[src/rtl/npmm_pkg.sv]
// ---------------------------------------------------------------------------
// npmm_pkg: shared types and constants of the negacyclic polynomial multiplier
// Holds the request and result structs, mode and register codes, store sizes
// and the sequencer state type.
// ---------------------------------------------------------------------------
package npmm_pkg;

  // Store geometry.
  localparam int NUM_COEFFS = 256;
  localparam int PROD_LEN   = 2 * NUM_COEFFS - 1;
  localparam int ADDR_W     = $clog2(NUM_COEFFS);
  localparam int PADDR_W    = $clog2(PROD_LEN);

  // Width of the coefficient data path and of the remainder unit dividend.
  localparam int COEF_W    = 32;
  localparam int DVD_W     = 64;
  localparam int DIV_CNT_W = $clog2(DVD_W);

  // Request modes.
  localparam logic [1:0] MODE_LOAD    = 2'd0;
  localparam logic [1:0] MODE_COMPUTE = 2'd1;
  localparam logic [1:0] MODE_READ    = 2'd2;

  // Configuration register indexes.
  localparam logic REG_MODULUS    = 1'b0;
  localparam logic REG_ACCUMULATE = 1'b1;

  typedef struct packed {
    logic [1:0]  mode;
    logic [7:0]  index;
    logic [31:0] a_coef;
    logic [31:0] b_coef;
    logic [31:0] acc_coef;
  } in_req_t;

  typedef struct packed {
    logic [7:0]  out_index;
    logic [31:0] result_coef;
  } out_res_t;

  typedef enum logic [3:0] {
    ST_IDLE,
    ST_READ,
    ST_MAC_RD,
    ST_MAC_MUL,
    ST_MAC_ADD,
    ST_MAC_DIV,
    ST_FOLD_RD,
    ST_FOLD_LO,
    ST_FOLD_SUM,
    ST_FOLD_DIV
  } state_t;

endpackage

[src/rtl/npmm_rem.sv]
// ---------------------------------------------------------------------------
// npmm_rem: bit-serial 64-by-32 remainder unit
// Restoring division, one dividend bit per cycle. A zero divisor yields zero.
// ---------------------------------------------------------------------------
module npmm_rem (
  input  logic                         clk,
  input  logic                         rst_n,
  input  logic                         start,
  input  logic [npmm_pkg::DVD_W-1:0]   dividend,
  input  logic [npmm_pkg::COEF_W-1:0]  divisor,
  output logic                         done,
  output logic [npmm_pkg::COEF_W-1:0]  rem
);

  logic                              run_r, run_nxt;
  logic                              done_r, done_nxt;
  logic [npmm_pkg::DIV_CNT_W-1:0]    cnt_r, cnt_nxt;
  logic [npmm_pkg::DVD_W-1:0]        dvd_r, dvd_nxt;
  logic [npmm_pkg::COEF_W-1:0]       rem_r, rem_nxt;
  logic [npmm_pkg::COEF_W:0]         trial;

  // One restoring step per cycle while running.
  always_comb begin
    run_nxt  = run_r;
    done_nxt = 1'b0;
    cnt_nxt  = cnt_r;
    dvd_nxt  = dvd_r;
    rem_nxt  = rem_r;
    trial    = {rem_r, dvd_r[npmm_pkg::DVD_W-1]};
    if (trial >= {1'b0, divisor}) begin
      trial = trial - {1'b0, divisor};
    end
    if (start) begin
      run_nxt = 1'b1;
      cnt_nxt = '0;
      dvd_nxt = dividend;
      rem_nxt = '0;
    end else if (run_r) begin
      rem_nxt = trial[npmm_pkg::COEF_W-1:0];
      dvd_nxt = {dvd_r[npmm_pkg::DVD_W-2:0], 1'b0};
      cnt_nxt = cnt_r + 1'b1;
      if (cnt_r == npmm_pkg::DIV_CNT_W'(npmm_pkg::DVD_W - 1)) begin
        run_nxt  = 1'b0;
        done_nxt = 1'b1;
      end
    end
  end

  // Control state is reset; the data path is not.
  always_ff @(posedge clk) begin
    if (!rst_n) begin
      run_r  <= 1'b0;
      done_r <= 1'b0;
      cnt_r  <= '0;
    end else begin
      run_r  <= run_nxt;
      done_r <= done_nxt;
      cnt_r  <= cnt_nxt;
    end
    dvd_r <= dvd_nxt;
    rem_r <= rem_nxt;
  end

  assign done = done_r;
  assign rem  = (divisor == '0) ? '0 : rem_r;

  // A new operation never starts on top of a running one.
  assert property (@(posedge clk) disable iff (!rst_n) start |-> !run_r)
    else $error("remainder unit started while busy");

  // Completion ends the run.
  assert property (@(posedge clk) disable iff (!rst_n) done_r |-> !run_r)
    else $error("remainder done while still running");

  // A finished remainder is below a nonzero divisor.
  assert property (@(posedge clk) disable iff (!rst_n)
    (done_r && divisor != '0) |-> (rem_r < divisor))
    else $error("remainder not reduced");

endmodule

[config.mk]
export PLATFORM = sky130hd
export DESIGN_NAME = npmm_rem
export DESIGN_NICKNAME = d
export VERILOG_FILES = /design/src/rtl/npmm_pkg.sv /design/src/rtl/npmm_rem.sv
export SDC_FILE = /design/constraint.sdc
export NUM_CORES = 1
export LEC_CHECK = 0
export ABC_AREA = 1
export ABC_CLOCK_PERIOD_IN_PS = 2510
export BUFFER_PORTS_ARGS = -buffer_cell sky130_fd_sc_hd__buf_2
export CAP_MARGIN = 15
export CORE_UTILIZATION = 55
export DETAILED_ROUTE_END_ITERATION = 8
export MAX_ROUTING_LAYER = met4
export PLACE_DENSITY = 0.79
export SETUP_SLACK_MARGIN = 0.05
export SLEW_MARGIN = 20
export SYNTH_ARGS = -nofsm -noshare
export SYNTH_HDL_FRONTEND = slang
export SYNTH_SLANG_ARGS = --single-unit
[constraint.sdc]
create_clock -name clk -period 2.51 [get_ports clk]
set_input_delay 0.251 -clock clk [delete_from_list [all_inputs] [get_ports clk]]
set_output_delay 0.251 -clock clk [all_outputs]
set_load 0.1 [all_outputs]
# [Word-level counts from Yosys, hierarchy flattened]
# Index checks and enable logic that the tools add are counted.
# W data, S select, Z words.
[totals] ff_bits=104 in_bits=99
[op_classes] reduce_logical=4 addsub=2 eq_ne=1 muxes=8 magnitude_cmp=1 bitwise_logic=2
[op_table] operator="$mux W64" count=2
[op_table] operator="$mux W32" count=2
[op_table] operator="$ge A33 B32 Y1" count=1
[op_table] operator="$logic_not A32 Y1" count=1
[op_table] operator="$sub A32 B32 Y32" count=1
[op_table] operator="$add A6 B1 Y6 const B" count=1
[op_table] operator="$eq A6 B6 Y1 const B" count=1
[op_table] operator="$mux W1" count=4
[op_table] operator="$reduce_or A3 Y1" count=1
[op_table] operator="$not A1 Y1" count=2
[op_table] operator="$reduce_bool A2 Y1" count=1
[op_table] operator="$reduce_or A2 Y1" count=1

# [Depth between registers and ports, before layout]
[depth] ltp_word=4 mapped_depth=16 ltp_nobuf=16

# [Worst setup path before layout]
# Ideal clock, no wire load.
[synth_path] path_kind="flip-flop to flip-flop" from="reg run_r" to="reg dvd_r[0] (netlist name) (enable)" slack_ps=314 stages_incl_launch_ff=3 setup_ps=419 required_ps=2091 period_less_slack_ps=2196 arrival_ps=1778 path_cell_list="dfxtp_1 nor2_1 inv_1"
[synth_between] elab_chain_cells=1
[synth_rtl] item="start, declared" line_no="npmm_rem.sv:15" text="logic run_r, run_nxt;"
[synth_rtl] item="start signal, assigned" line_no="npmm_rem.sv:56" text="run_r <= run_nxt;"
[synth_rtl] item="$reduce_bool A2 Y1 (no line)"
[synth_rtl] item="end signal, assigned" line_no="npmm_rem.sv:60" text="dvd_r <= dvd_nxt;"
[synth_rtl] item="end, declared" line_no="npmm_rem.sv:18" text="logic [npmm_pkg::DVD_W-1:0] dvd_r, dvd_nxt;"
# Every way passes these cells.
# A chain may end at the register's enable or synchronous reset.

# [Worst setup path after layout]
[layout_path] from="in divisor[12] (netlist name)" to="out rem[11] (netlist name)"
[layout_between] elab_chain_cells=2
[layout_rtl] item="start, declared" line_no="npmm_rem.sv:10" text="input logic [npmm_pkg::COEF_W-1:0] divisor,"
[layout_rtl] item="$logic_not A32 Y1" line_no="npmm_rem.sv:65" text="assign rem = (divisor == '0) ? '0 : rem_r;"
[layout_rtl] item="$mux W32" line_no="npmm_rem.sv:65"
[layout_rtl] item="end, declared" line_no="npmm_rem.sv:12" text="output logic [npmm_pkg::COEF_W-1:0] rem"
# Every way passes these cells.

==> flow_summary.toml <==
[status]
outcome = "completed"

[final_layout]
area_growth_pct = 16.1
drive_gt1_frac = 0.148
fin_area_um2 = 8630
utilization = 0.654
final_common_cell = "nand2_1"
final_cell_mix = "nand2_1 (543), inv_1 (189), buf_2 (131), nand3_1 (83), nor2_1 (70)"
diodes = 0
layout.nets = 1421

[synthesis]
synth_cells = 1163
yosys.area.top_type_share = 0.274
yosysWarnings = 0
synth.area.top_cells = "nand2_1 (27%), edfxtp_1 (26%), dfxtp_1 (11%)"
ys_types = 33
yosysTopAreaCell = "nand2_1"
synth_seq_cells = 104
avgSynthCellArea_um2 = 6.39
syn_area_um2 = 7430
synth_fp_nets = 1296
seq_area_frac_synth = 0.366

[critical_path]
crit_chain = "buf_2, nor4_1, buf_4, nand4_1, buf_4, nor4_4, buf_4, nor2_1, buf_2"
startpoint = "divisor[12]"
reg2reg_depth = 14
max_stage_delay_ns = 0.33
cp_max_fo = 10
crit_buf_inv = 5
start_kind = "primary input"
worstPathRequired_ns = 2.26
slowest_stage = "nor4_1"
reg2reg_slack_ns = 0.25
worstSetupPathType = "primary input to output port"
r2r_start = "dvd_r[63]$_DFFE_PP_"
cp.arrival_ns = 2.06
cp_top_family = "buffers and inverters"
end_kind = "output port"
r2r-end = "rem_r[24]$_SDFFE_PP0P_"
crit_path_frequent_cell = "buf_4"

[pwr]
cellPowerDensity_nw_per_um2 = 455
leakage_nw = 4.96
peakVddDrop_mv = 0.403

[grt]
grt_usage = 0.281
grt_pass1_wl_um = 30700
antenna_found_initial = 0
grt-ovfl-total = 0
grt_max_degree = 66
grt_pass1_vias = 6768

[die]
start_util = 0.563
die_w_um = 118
dieArea_um2 = 14000
core_area_um2 = 13200
row_count = 42
pin_count = 132
die_h_um = 118

[min_path]
hold_class = "primary input to flip-flop"
min-delay-start = "rst_n"
min_to = "run_r$_SDFF_PN0_"
whs_path_depth = 3

[place]
placed_area_um2 = 8290
gp_congestion = 0.971
portBuffers = 131
dp_hpwl_um = 13700

[sta]
rsz0062_at_grt = "no"
tns_ns = 0
worst_pin_slew_ns = 0.596
clock.fmax_mhz = 433
clock_skew_ns = 0.00971
slew_headroom = 0.603
period_needed_ns = 2.31
setup_viol = 0
hold_viol_final = 0
fin_crit_sh = 0.920
slew_violations = 0

[drt]
antenna_left = 0
drt_iter0_drc = 425
avgRoutedWirePerCell_um = 12.4
drc = 0
routed_via_density = 4.92
wirelength_um = 18200
drtPass1Iterations = 5
via_count = 7221

[clocking]
cts_hold_buf = 0
numCtsBuffers = 9
cts_tree = "yes"
cts.sinks = 104
clockBufferDepth = 2
htree_levels = 3
root_buffer = "clkbuf_16"
clk_pin_slew_ns = 0.07
insertion_delay_ns = 0.36

[job]
max_cap_violations = 0
cell type report:
class	instances	area, um^2
Clock buffer	9	225
Clock inverter	7	68.8
Fill cell	1262	4560
Inverter	194	728
Multi-Input combinational cell	833	3850
Sequential cell	104	2720
Tap cell	176	220
Timing Repair Buffer	146	813
cell families after synthesis:
group | Yosys count | share of synthesized area
buffers and inverters | 226 | 0.119
adders and majority gates | 34 | 0.0583
DFF | 104 | 0.366
and+or+nand+nor | 755 | 0.418
AOI/OAI and AO/OA | 30 | 0.0226
xor gates and xnor gates | 14 | 0.0165
per-layer routing:
layer,global-route usage,part of all wire
met2,0.463,0.48
met3,0.0357,0.059
met1,0.347,0.44
met4,0.119,0.026
met5,-,0
what timing repair did:
action                     in CTS  in global routing
setup endpoints to repair       0                 32
resized for setup               0                  4
setup buffers                   0                  2
worst max-delay path by stage:
stage	end	slack, ns	cells after the start
2_1_floorplan	dvd_r[0]$_SDFFCE_PN0P_	0.31	2
4_1_cts	rem_r[26]$_SDFFE_PP0P_	0.13	12
3_5_place_dp	rem_r[26]$_SDFFE_PP0P_	0.06	14
5_1_grt	rem_r[30]$_SDFFE_PP0P_	0.05	14
3_3_place_gp	rem_r[19]$_SDFFE_PP0P_	0.16	14
6_report	rem[11]	0.20	9
synth_stat cells (all sizes together):
master  count
a21o        1
a21oi      24
a31oi       1
and2        5
buf        12
clkbuf     20
clkinv      1
dfxtp      40
edfxtp     64
fa          1
ha         33
inv       193
nand2     553
nand3      84
nand3b      9
nand4       6
nor2       81
nor3        8
nor4        8
o21ai       3
o21bai      1
or2         1
xnor2      14
power by group:
group	total, mW	switching [mW]	internal [mW]	leakage [nW]
Combinational	0.503	0.316	0.187	3.84
Clock	1.44	0.731	0.705	0.140
Sequential	1.98	0.0345	1.95	0.980
through the flow:
stage	std cells	hold WS [ns]	setup WS [ns]	power, mW
detailed placement	1451	0.462	0.0627	2.52
finish	1469	0.129	0.200	3.92
floorplan	1163	0.377	0.314	2.34
global placement	1451	0.460	0.160	2.51
global route	1469	0.130	0.0506	4.08
CTS	1467	0.122	0.127	3.94
worst reg2reg max path, delay by kind of cell (launching register included):
family / cells / cell delay (ns)
buf+inv: 2 / 0.15
fa+ha+maj: 2 / 0.57
simple gates: 10 / 1.06
flops: 1 / 0.37
state kept, by name, summed over array words and instances, names as in the netlist:
| register | cells |
|---|---|
| dvd_r | 64 |
| rem_r | 32 |
| cnt_r | 6 |
| done | 1 |
| run_r | 1 |
Note: power is estimated with default switching activity, not from simulation.
